[config.mk]
export PLATFORM = sky130hd
export DESIGN_NAME = pulse_rate_peak_detector
export DESIGN_NICKNAME = d
export VERILOG_FILES = /design/src/sv/prpd_pkg.sv /design/src/sv/pulse_rate_peak_detector.sv /design/src/sv/prpd_div.sv
export SDC_FILE = /design/constraint.sdc
export NUM_CORES = 2
export LEC_CHECK = 0
export BUFFER_PORTS_ARGS = -buffer_cell sky130_fd_sc_hd__buf_4
export CAP_MARGIN = 30
export CORE_MARGIN = 5
export CORE_UTILIZATION = 47
export DETAILED_ROUTE_END_ITERATION = 16
export GPL_ROUTABILITY_DRIVEN = 0
export SETUP_SLACK_MARGIN = 0.02
export SLEW_MARGIN = 10
export SYNTH_ARGS = -nofsm -noshare
export SYNTH_HDL_FRONTEND = slang
export SYNTH_SLANG_ARGS = --single-unit
[constraint.sdc]
create_clock -name clk -period 28.4 [get_ports clk]
set_input_delay 5.68 -clock clk [delete_from_list [all_inputs] [get_ports clk]]
set_output_delay 5.68 -clock clk [all_outputs]
set_load 0.01 [all_outputs]
[src/sv/prpd_pkg.sv]
// Package: constants, widths and types for the pulse-rate peak detector.
package prpd_pkg;
  localparam int SAMPLE_BITS_DEF = 18;
  localparam int IN_W   = 18;
  localparam int CFG_W  = 20;
  localparam int IDX_W  = 3;
  localparam int LVL_W  = 22;
  localparam int RATE_W = 13;
  localparam logic [15:0] NO_PEAK    = 16'd60000;
  localparam logic [12:0] RATE_MAX   = 13'd8191;
  localparam int          JUMP_LIMIT = 20000;

  typedef enum logic [2:0] {
    REG_THRESH   = 3'd0,
    REG_STAB     = 3'd1,
    REG_DEBOUNCE = 3'd2,
    REG_PERIOD   = 3'd3,
    REG_REFRACT  = 3'd4,
    REG_IMIN     = 3'd5,
    REG_IMAX     = 3'd6,
    REG_AMP      = 3'd7
  } reg_idx_t;

  typedef enum logic [1:0] {
    MODE_NONE   = 2'd0,
    MODE_STAB   = 2'd1,
    MODE_SEARCH = 2'd2,
    MODE_PEAK   = 2'd3
  } mode_t;

  typedef struct packed {
    logic        start;
    logic [15:0] divisor;
  } div_req_t;

  typedef struct packed {
    logic        busy;
    logic        done;
    logic [15:0] quot;
  } div_rsp_t;
endpackage

[src/sv/pulse_rate_peak_detector.sv]
// Top level: pulse-rate peak detector with contact tracking and serial rate divider.
// Each sample passes through accept, evaluate and hand to the output register, except a
// sample that completes a rate computation, which also waits in S_DIV for the 16-bit serial
// divider that computes 60000/interval. One result is produced per sample, and the
// next sample is taken while a result waits in the output register.
module pulse_rate_peak_detector #(
  parameter int SAMPLE_BITS = prpd_pkg::SAMPLE_BITS_DEF
) (
  input  logic                      clk,
  input  logic                      rst_n,
  input  logic                      in_tvalid,
  output logic                      in_tready,
  input  logic [23:0]               in_tdata,   // ir_sample[17:0], zero pad
  output logic                      out_tvalid,
  input  logic                      out_tready,
  output logic [15:0]               out_tdata,  // track_state[1:0], pulse_rate[14:2], rate_updated[15]
  input  logic                      cfg_we,
  input  logic [prpd_pkg::IDX_W-1:0] cfg_index,
  input  logic [prpd_pkg::CFG_W-1:0] cfg_data
);
  localparam int LW = prpd_pkg::LVL_W;

  typedef enum logic [3:0] {
    S_IDLE = 4'b0001,
    S_WORK = 4'b0010,
    S_DIV  = 4'b0100,
    S_OUT  = 4'b1000
  } st_t;

  st_t st_r, st_nxt;
  logic [17:0] thr_r; logic [9:0] stab_r; logic [7:0] deb_r, per_r;
  logic [15:0] refr_r, imin_r, imax_r; logic [19:0] amp_r;

  logic [1:0] mode_r, mode_nxt;
  logic [9:0] mcnt_r, mcnt_nxt;
  logic [2:0] loss_r, loss_nxt;
  logic fst_r, fst_nxt, rose_r, rose_nxt, sst_r, sst_nxt;
  logic signed [LW-1:0] dc_r, dc_nxt, sm_r, sm_nxt, ps_r, ps_nxt, val_r, val_nxt;
  logic [7:0] rise_r, rise_nxt, fall_r, fall_nxt;
  logic [15:0] ivl_r, ivl_nxt;
  logic [12:0] rate_r, rate_nxt;
  logic [17:0] x_r, x_nxt;
  logic [15:0] res_r, res_nxt;
  logic [15:0] out_r, out_nxt;
  logic ov_r, ov_nxt;

  prpd_pkg::div_req_t dreq;
  prpd_pkg::div_rsp_t drsp;

  prpd_div u_div (.clk(clk), .rst_n(rst_n), .req(dreq), .rsp(drsp));

  logic signed [LW-1:0] xs, dc1, d1, sm1, dfv, ampv, t1;
  logic [16:0] isum;
  logic [12:0] inst, diff;
  logic [14:0] avg;

  always_comb begin
    st_nxt = st_r;
    mode_nxt = mode_r; mcnt_nxt = mcnt_r; loss_nxt = loss_r;
    fst_nxt = fst_r; rose_nxt = rose_r; sst_nxt = sst_r;
    dc_nxt = dc_r; sm_nxt = sm_r; ps_nxt = ps_r; val_nxt = val_r;
    rise_nxt = rise_r; fall_nxt = fall_r; ivl_nxt = ivl_r; rate_nxt = rate_r;
    x_nxt = x_r; res_nxt = res_r; out_nxt = out_r; ov_nxt = ov_r;
    dreq = '{start: 1'b0, divisor: ivl_r};
    xs = LW'($signed({1'b0, x_r}));
    dc1 = '0; d1 = '0; sm1 = '0; dfv = '0; ampv = '0; t1 = '0; isum = '0;
    inst = '0; diff = '0; avg = '0;
    if (ov_r && out_tready) ov_nxt = 1'b0;
    unique case (st_r)
      S_IDLE: if (in_tvalid) begin
        x_nxt = in_tdata[17:0] & 18'((19'd1 << SAMPLE_BITS) - 19'd1);
        st_nxt = S_WORK;
      end
      S_WORK: begin
        st_nxt = S_OUT;
        if (x_r < thr_r) begin
          if (mode_r != prpd_pkg::MODE_NONE) begin
            loss_nxt = loss_r + 3'd1;
            if (loss_nxt == 3'd5) mode_nxt = prpd_pkg::MODE_NONE;
          end else begin
            fst_nxt = 1'b0; rate_nxt = '0; loss_nxt = '0; mcnt_nxt = '0;
            sst_nxt = 1'b0; ivl_nxt = prpd_pkg::NO_PEAK;
          end
        end else begin
          loss_nxt = '0;
          case (mode_r)
            prpd_pkg::MODE_NONE: begin
              if (x_r > thr_r) begin
                mcnt_nxt = mcnt_r + 10'd1;
                if (mcnt_nxt == 10'd5) begin
                  mcnt_nxt = '0; mode_nxt = prpd_pkg::MODE_STAB;
                end
              end else mcnt_nxt = '0;
            end
            prpd_pkg::MODE_STAB: begin
              mcnt_nxt = mcnt_r + 10'd1;
              if (mcnt_nxt == stab_r) begin
                mcnt_nxt = '0; mode_nxt = prpd_pkg::MODE_SEARCH;
              end
            end
            prpd_pkg::MODE_SEARCH: begin
              if (!sst_r) begin
                ps_nxt = '0; rise_nxt = '0; fall_nxt = '0; rose_nxt = 1'b0;
                sst_nxt = 1'b1;
              end
              if (!fst_r) begin
                dc_nxt = xs; sm_nxt = '0; fst_nxt = 1'b1; sm1 = '0;
              end else begin
                dc1 = dc_r; sm1 = sm_r;
                if (xs - dc_r > LW'(prpd_pkg::JUMP_LIMIT)) begin
                  dc1 = xs; sm1 = '0;
                end
                dc1 = dc1 + ((xs - dc1) >>> 7);
                d1 = xs - dc1;
                sm1 = sm1 + ((d1 - sm1) >>> 2);
                dc_nxt = dc1; sm_nxt = sm1;
              end
              isum = {1'b0, ivl_r} + {9'd0, per_r};
              ivl_nxt = isum[16] ? 16'hFFFF : isum[15:0];
              dfv = sm1 - ps_nxt;
              ps_nxt = sm1;
              if (dfv > 0) begin
                if (rise_nxt != 8'hFF) rise_nxt = rise_nxt + 8'd1;
                if (rise_nxt >= deb_r) rose_nxt = 1'b1;
                if (fall_nxt != 8'd0) val_nxt = sm1;
                fall_nxt = '0;
              end else if (dfv < 0) begin
                if (fall_nxt != 8'hFF) fall_nxt = fall_nxt + 8'd1;
                rise_nxt = '0;
              end
              if (ivl_nxt >= refr_r && fall_nxt >= deb_r && rose_nxt) begin
                if (ivl_nxt >= prpd_pkg::NO_PEAK) begin
                  rise_nxt = '0; fall_nxt = '0; ivl_nxt = '0; rose_nxt = 1'b0;
                end else begin
                  t1 = sm1 - val_nxt;
                  ampv = (t1 < 0) ? -t1 : t1;
                  if (ivl_nxt >= imin_r && ivl_nxt <= imax_r &&
                      ampv >= LW'($signed({2'b0, amp_r}))) begin
                    mode_nxt = prpd_pkg::MODE_PEAK;
                  end else if (ivl_nxt >= imax_r) begin
                    rise_nxt = '0; fall_nxt = '0; ivl_nxt = '0; rose_nxt = 1'b0;
                  end
                end
              end
            end
            default: begin
              dreq.start = 1'b1;
              st_nxt = S_DIV;
            end
          endcase
        end
        if (st_nxt == S_OUT) res_nxt = {1'b0, rate_nxt, mode_nxt};
      end
      S_DIV: if (drsp.done) begin
        inst = (ivl_r == 16'd0 || drsp.quot > 16'(prpd_pkg::RATE_MAX)) ?
               prpd_pkg::RATE_MAX : drsp.quot[12:0];
        diff = (inst > rate_r) ? inst - rate_r : rate_r - inst;
        avg = 15'(({2'b0, rate_r} * 15'd3 + {2'b0, inst}) >> 2);
        if (rate_r == '0) rate_nxt = inst;
        else if (diff > (rate_r >> 2)) rate_nxt = rate_r;
        else rate_nxt = avg[12:0];
        rise_nxt = '0; fall_nxt = '0; ivl_nxt = '0; rose_nxt = 1'b0;
        mode_nxt = prpd_pkg::MODE_SEARCH;
        res_nxt = {1'b1, rate_nxt, prpd_pkg::MODE_SEARCH};
        st_nxt = S_OUT;
      end
      S_OUT: if (!ov_r || out_tready) begin
        ov_nxt = 1'b1; out_nxt = res_r; st_nxt = S_IDLE;
      end
      default: st_nxt = S_IDLE;
    endcase
  end

  always_ff @(posedge clk) begin
    x_r <= x_nxt; res_r <= res_nxt; out_r <= out_nxt;
    if (!rst_n) begin
      st_r <= S_IDLE; ov_r <= 1'b0;
      thr_r <= 18'd1500; stab_r <= 10'd600; deb_r <= 8'd10; per_r <= 8'd10;
      refr_r <= 16'd300; imin_r <= 16'd300; imax_r <= 16'd1500; amp_r <= 20'd200;
      mode_r <= prpd_pkg::MODE_NONE; mcnt_r <= '0; loss_r <= '0;
      fst_r <= 1'b0; rose_r <= 1'b0; sst_r <= 1'b0;
      dc_r <= '0; sm_r <= '0; ps_r <= '0; val_r <= '0;
      rise_r <= '0; fall_r <= '0; ivl_r <= prpd_pkg::NO_PEAK; rate_r <= '0;
    end else begin
      st_r <= st_nxt; ov_r <= ov_nxt;
      mode_r <= mode_nxt; mcnt_r <= mcnt_nxt; loss_r <= loss_nxt;
      fst_r <= fst_nxt; rose_r <= rose_nxt; sst_r <= sst_nxt;
      dc_r <= dc_nxt; sm_r <= sm_nxt; ps_r <= ps_nxt; val_r <= val_nxt;
      rise_r <= rise_nxt; fall_r <= fall_nxt; ivl_r <= ivl_nxt; rate_r <= rate_nxt;
      if (cfg_we) begin
        unique case (prpd_pkg::reg_idx_t'(cfg_index))
          prpd_pkg::REG_THRESH:   thr_r  <= cfg_data[17:0];
          prpd_pkg::REG_STAB:     stab_r <= cfg_data[9:0];
          prpd_pkg::REG_DEBOUNCE: deb_r  <= cfg_data[7:0];
          prpd_pkg::REG_PERIOD:   per_r  <= cfg_data[7:0];
          prpd_pkg::REG_REFRACT:  refr_r <= cfg_data[15:0];
          prpd_pkg::REG_IMIN:     imin_r <= cfg_data[15:0];
          prpd_pkg::REG_IMAX:     imax_r <= cfg_data[15:0];
          default:                amp_r  <= cfg_data;
        endcase
      end
    end
  end

  assign in_tready  = (st_r == S_IDLE);
  assign out_tvalid = ov_r;
  assign out_tdata  = out_r;
endmodule

[src/sv/prpd_div.sv]
// Serial restoring divider: 60000 / divisor, one quotient bit per cycle.
module prpd_div (
  input  logic            clk,
  input  logic            rst_n,
  input  prpd_pkg::div_req_t req,
  output prpd_pkg::div_rsp_t rsp
);
  logic [15:0] q_r, q_nxt;
  logic [16:0] rem_r, rem_nxt;
  logic [15:0] d_r, d_nxt;
  logic [4:0]  cnt_r, cnt_nxt;
  logic        busy_r, busy_nxt, done_r, done_nxt;
  logic [16:0] sh;

  always_comb begin
    q_nxt = q_r; rem_nxt = rem_r; d_nxt = d_r; cnt_nxt = cnt_r;
    busy_nxt = busy_r; done_nxt = 1'b0;
    sh = {rem_r[15:0], q_r[15]};
    if (req.start) begin
      q_nxt = prpd_pkg::NO_PEAK; rem_nxt = '0; d_nxt = req.divisor;
      cnt_nxt = 5'd16; busy_nxt = 1'b1;
    end else if (busy_r) begin
      if (sh >= {1'b0, d_r}) begin
        rem_nxt = sh - {1'b0, d_r};
        q_nxt = {q_r[14:0], 1'b1};
      end else begin
        rem_nxt = sh;
        q_nxt = {q_r[14:0], 1'b0};
      end
      cnt_nxt = cnt_r - 5'd1;
      if (cnt_r == 5'd1) begin
        busy_nxt = 1'b0; done_nxt = 1'b1;
      end
    end
  end

  always_ff @(posedge clk) begin
    q_r <= q_nxt; rem_r <= rem_nxt; d_r <= d_nxt;
    if (!rst_n) begin
      cnt_r <= '0; busy_r <= 1'b0; done_r <= 1'b0;
    end else begin
      cnt_r <= cnt_nxt; busy_r <= busy_nxt; done_r <= done_nxt;
    end
  end

  assign rsp = '{busy: busy_r, done: done_r, quot: q_r};
endmodule

==> impl_metrics.yaml <==
routing:
  met2_length_mm: 36.6
  top_layer_used: "met4"
  vias: 24700
  first_pass_iters: 7
  first_iter_violations: 1355
  met1_length_mm: 34.8
  wl_met3_mm: 2.51
  drt-total-wl_mm: 76.1
  drc: 0
  vias_per_cell: 5.66
  post_drt_wl_per_cell_um: 17.4
  ant_nets: 0
layout:
  instances_no_fill: 4364
  post-route-cell-area_um2: 31200
  nNetsFinal: 3968
  ff_latch_area_um2: 7670
  syn_to_final_growth_pct: 8.99
  antenna_cells: 0
  multi_input_area_um2: 19200
  fillCellCount: 5756
  utilization: 0.517
  drive_gt1_frac: 0.0614
clocking:
  ctsHoldBuffers: 0
  cts.sinks: 350
  numCtsBuffers: 43
  ctsResizeCount: 0
  cts_tree: "yes"
  cts_root_buffer: "clkbuf_16"
  ctsLongestPathBuffers: 3
  post-cts-setup-buffers: 0
  clk-insertion-delay-late_ps: 580
  path_clk_slew_ps: 60
  htreeDepth: 2
synthesis:
  syn_avg_cell_area_um2: 8.05
  ys.flop_type: "dfxtp_1"
  yosysMostFrequentCell: "nand2_1"
  syn_inst: 3553
  yosysWarnings: 0
  seq_area_frac_synth: 0.268
  synth_edf_count: 66
  ys_seq_elements: 350
  netlist.area_leader.share: 0.199
  synth_cell_type_count: 101
  synth.largest_area_cell: "dfxtp_1"
  synth_nets: 3971
  yosys-top-cells-count: "509 x nand2_1, 328 x ha_1, 311 x inv_1"
  syn_area_um2: 28600
  async_reset_ff_frac: 0
  yosys-top-cells-area: "dfxtp_1 20%, ha_1 14%, edfxtp_1 6.9%"
critical_path:
  cp-end-kind: "flop"
  slowest_delay_ps: 560
  required_ps: 28850
  cp-start-kind: "flop"
  slowest_stage: "a2111oi_0"
  path_class: "reg2reg"
  critPathMaxFanout: 46
  cp_common_cell: "a21o_1"
  arrival_ps: 25310
power:
  comb_power_share: 0.486
  ir_drop_mv: 0.0755
  p_leak_nw: 13.5
  intPower_mw: 1.28
  seq_power_share: 0.250
  powerDensity_nw_per_um2: 67.9
  switching_share: 0.396
  power.total_mw: 2.12
  p_sw_uw: 840
  clkPwrFrac: 0.265
placed_design:
  pre_cts_slack_ps: 3810
  port_buffers: 63
  dpl-instance-area_um2: 29800
  dp_cells: 4286
  detailedPlacementHpwl_mm: 56.9
global_route:
  grt_max_degree: 83
  grt_pass1_wl_mm: 123
  antenna_found_initial: 0
  grt_pass1_vias: 23800
  globalRouteOverflowTotal: 0
  grt_use_total: 0.222
sta:
  period_minus_slack_ps: 24860
  final.setup.tns_ps: 0
  drv_slew: 0
  max_freq_mhz: 40.2
  slew_headroom: 0.360
  hold_violations: 0
  finalSetupViolCount: 0
  worst_slew_pin_slew_ps: 953
  finalCritPeriodShare: 0.875
  hold_ws_ps: 418
  rsz0062_at_grt: "false"
  timing.final.ws_setup_ps: 3540
  finalClockSkew_ps: 30.8
run_status:
  status: "finished, final reports clean"
floorplanning:
  die_x_um: 257
  std_cell_rows: 90
  core_area_um2: 60400
  start_util: 0.474
  dieArea_um2: 65900
  io_pins: 70
  die_h_um: 257
run:
  max_cap_violations: 0
min_path:
  hold_class: "reg2reg"
## layer usage
layer	vias up	global-route usage
met3	119	0.0208
li1	12400	-
met5	-	0
met2	457	0.387
met1	11700	0.291
met4	0	0.0698
## kinds of logic (layout without fill, tap and decap cells)
kind of cell / count (synthesis) / count (layout) / share of synthesized area
multiplexers: 58 / 58 / 0.0206
AND/OR/NAND/NOR: 1197 / 1197 / 0.197
XOR/XNOR: 180 / 180 / 0.0551
adder cells (fa/ha/maj): 368 / 368 / 0.171
buffers and inverters: 455 / 484 / 0.0613
AO/OA/AOI/OAI: 945 / 945 / 0.228
flip-flops: 350 / 350 / 0.268
## power by group through the flow
stage | registers (mW) | logic, mW | clock network [mW]
after floorplan | 0.534 | 0.814 | 0
after global placement | 0.540 | 0.984 | 0
after detailed placement | 0.540 | 1.02 | 0
after CTS | 0.529 | 1.02 | 0.576
after global routing | 0.530 | 1.15 | 0.597
final | 0.529 | 1.03 | 0.560
## flip-flops by register name (all words and copies together) (netlist names), 18 cells and up
name   cells
amp_r     20
dc_r      22
sm_r      22
thr_r     18
val_r     22
x_r       18
## final cells by class
class | instances | share of cell area
multi-input combinational | 2748 | 0.616
sequential | 350 | 0.246
inverter | 312 | 0.0376
clock buffer | 51 | 0.0368
tap | 782 | 0.0314
timing repair buffer | 95 | 0.0234
clock inverter | 26 | 0.00863
## path summary, 6_finish.rpt
| check | start | endpoint | slack [ps] | cells after the start |
|---|---|---|---|---|
| worst max-delay path | x_r[0] | rise_r[2] | 3540 | 106 |
| worst min-delay path | res_r[3] | out_tdata[3] | 420 | 0 |
| worst max register to register | x_r[0] | rise_r[2] | 3540 | 106 |
| worst min register to register | res_r[3] | out_tdata[3] | 420 | 0 |
## worst max-delay path: cells and delay by family (launching register included)
kind,cells,cell delay [ps]
compound gates,59,12410
simple gates,25,6200
fa+ha+maj,10,3100
buf+inv,7,1470
xor+xnor,4,770
flops,1,410
mux,1,310
## cell usage in the layout (no fill, tap or decap), drive strengths merged, types with 22 or more instances in the layout
cell    count
a211oi     28
a21boi    126
clkbuf     51
a21o      110
nor3       50
nand2b     60
or3        26
nand3      60
o211a      37
xor2       53
nor2      236
edfxtp     66
ha        328
inv       314
nor2b      72
mux2i      52
and2       31
a21oi     190
a31oi      22
o21ai     197
fa         38
nand2     509
o211ai     62
nand4      38
buf        95
and3       29
xnor2     127
o21a       28
dfxtp     284
Power figures use the tool's default switching activity.
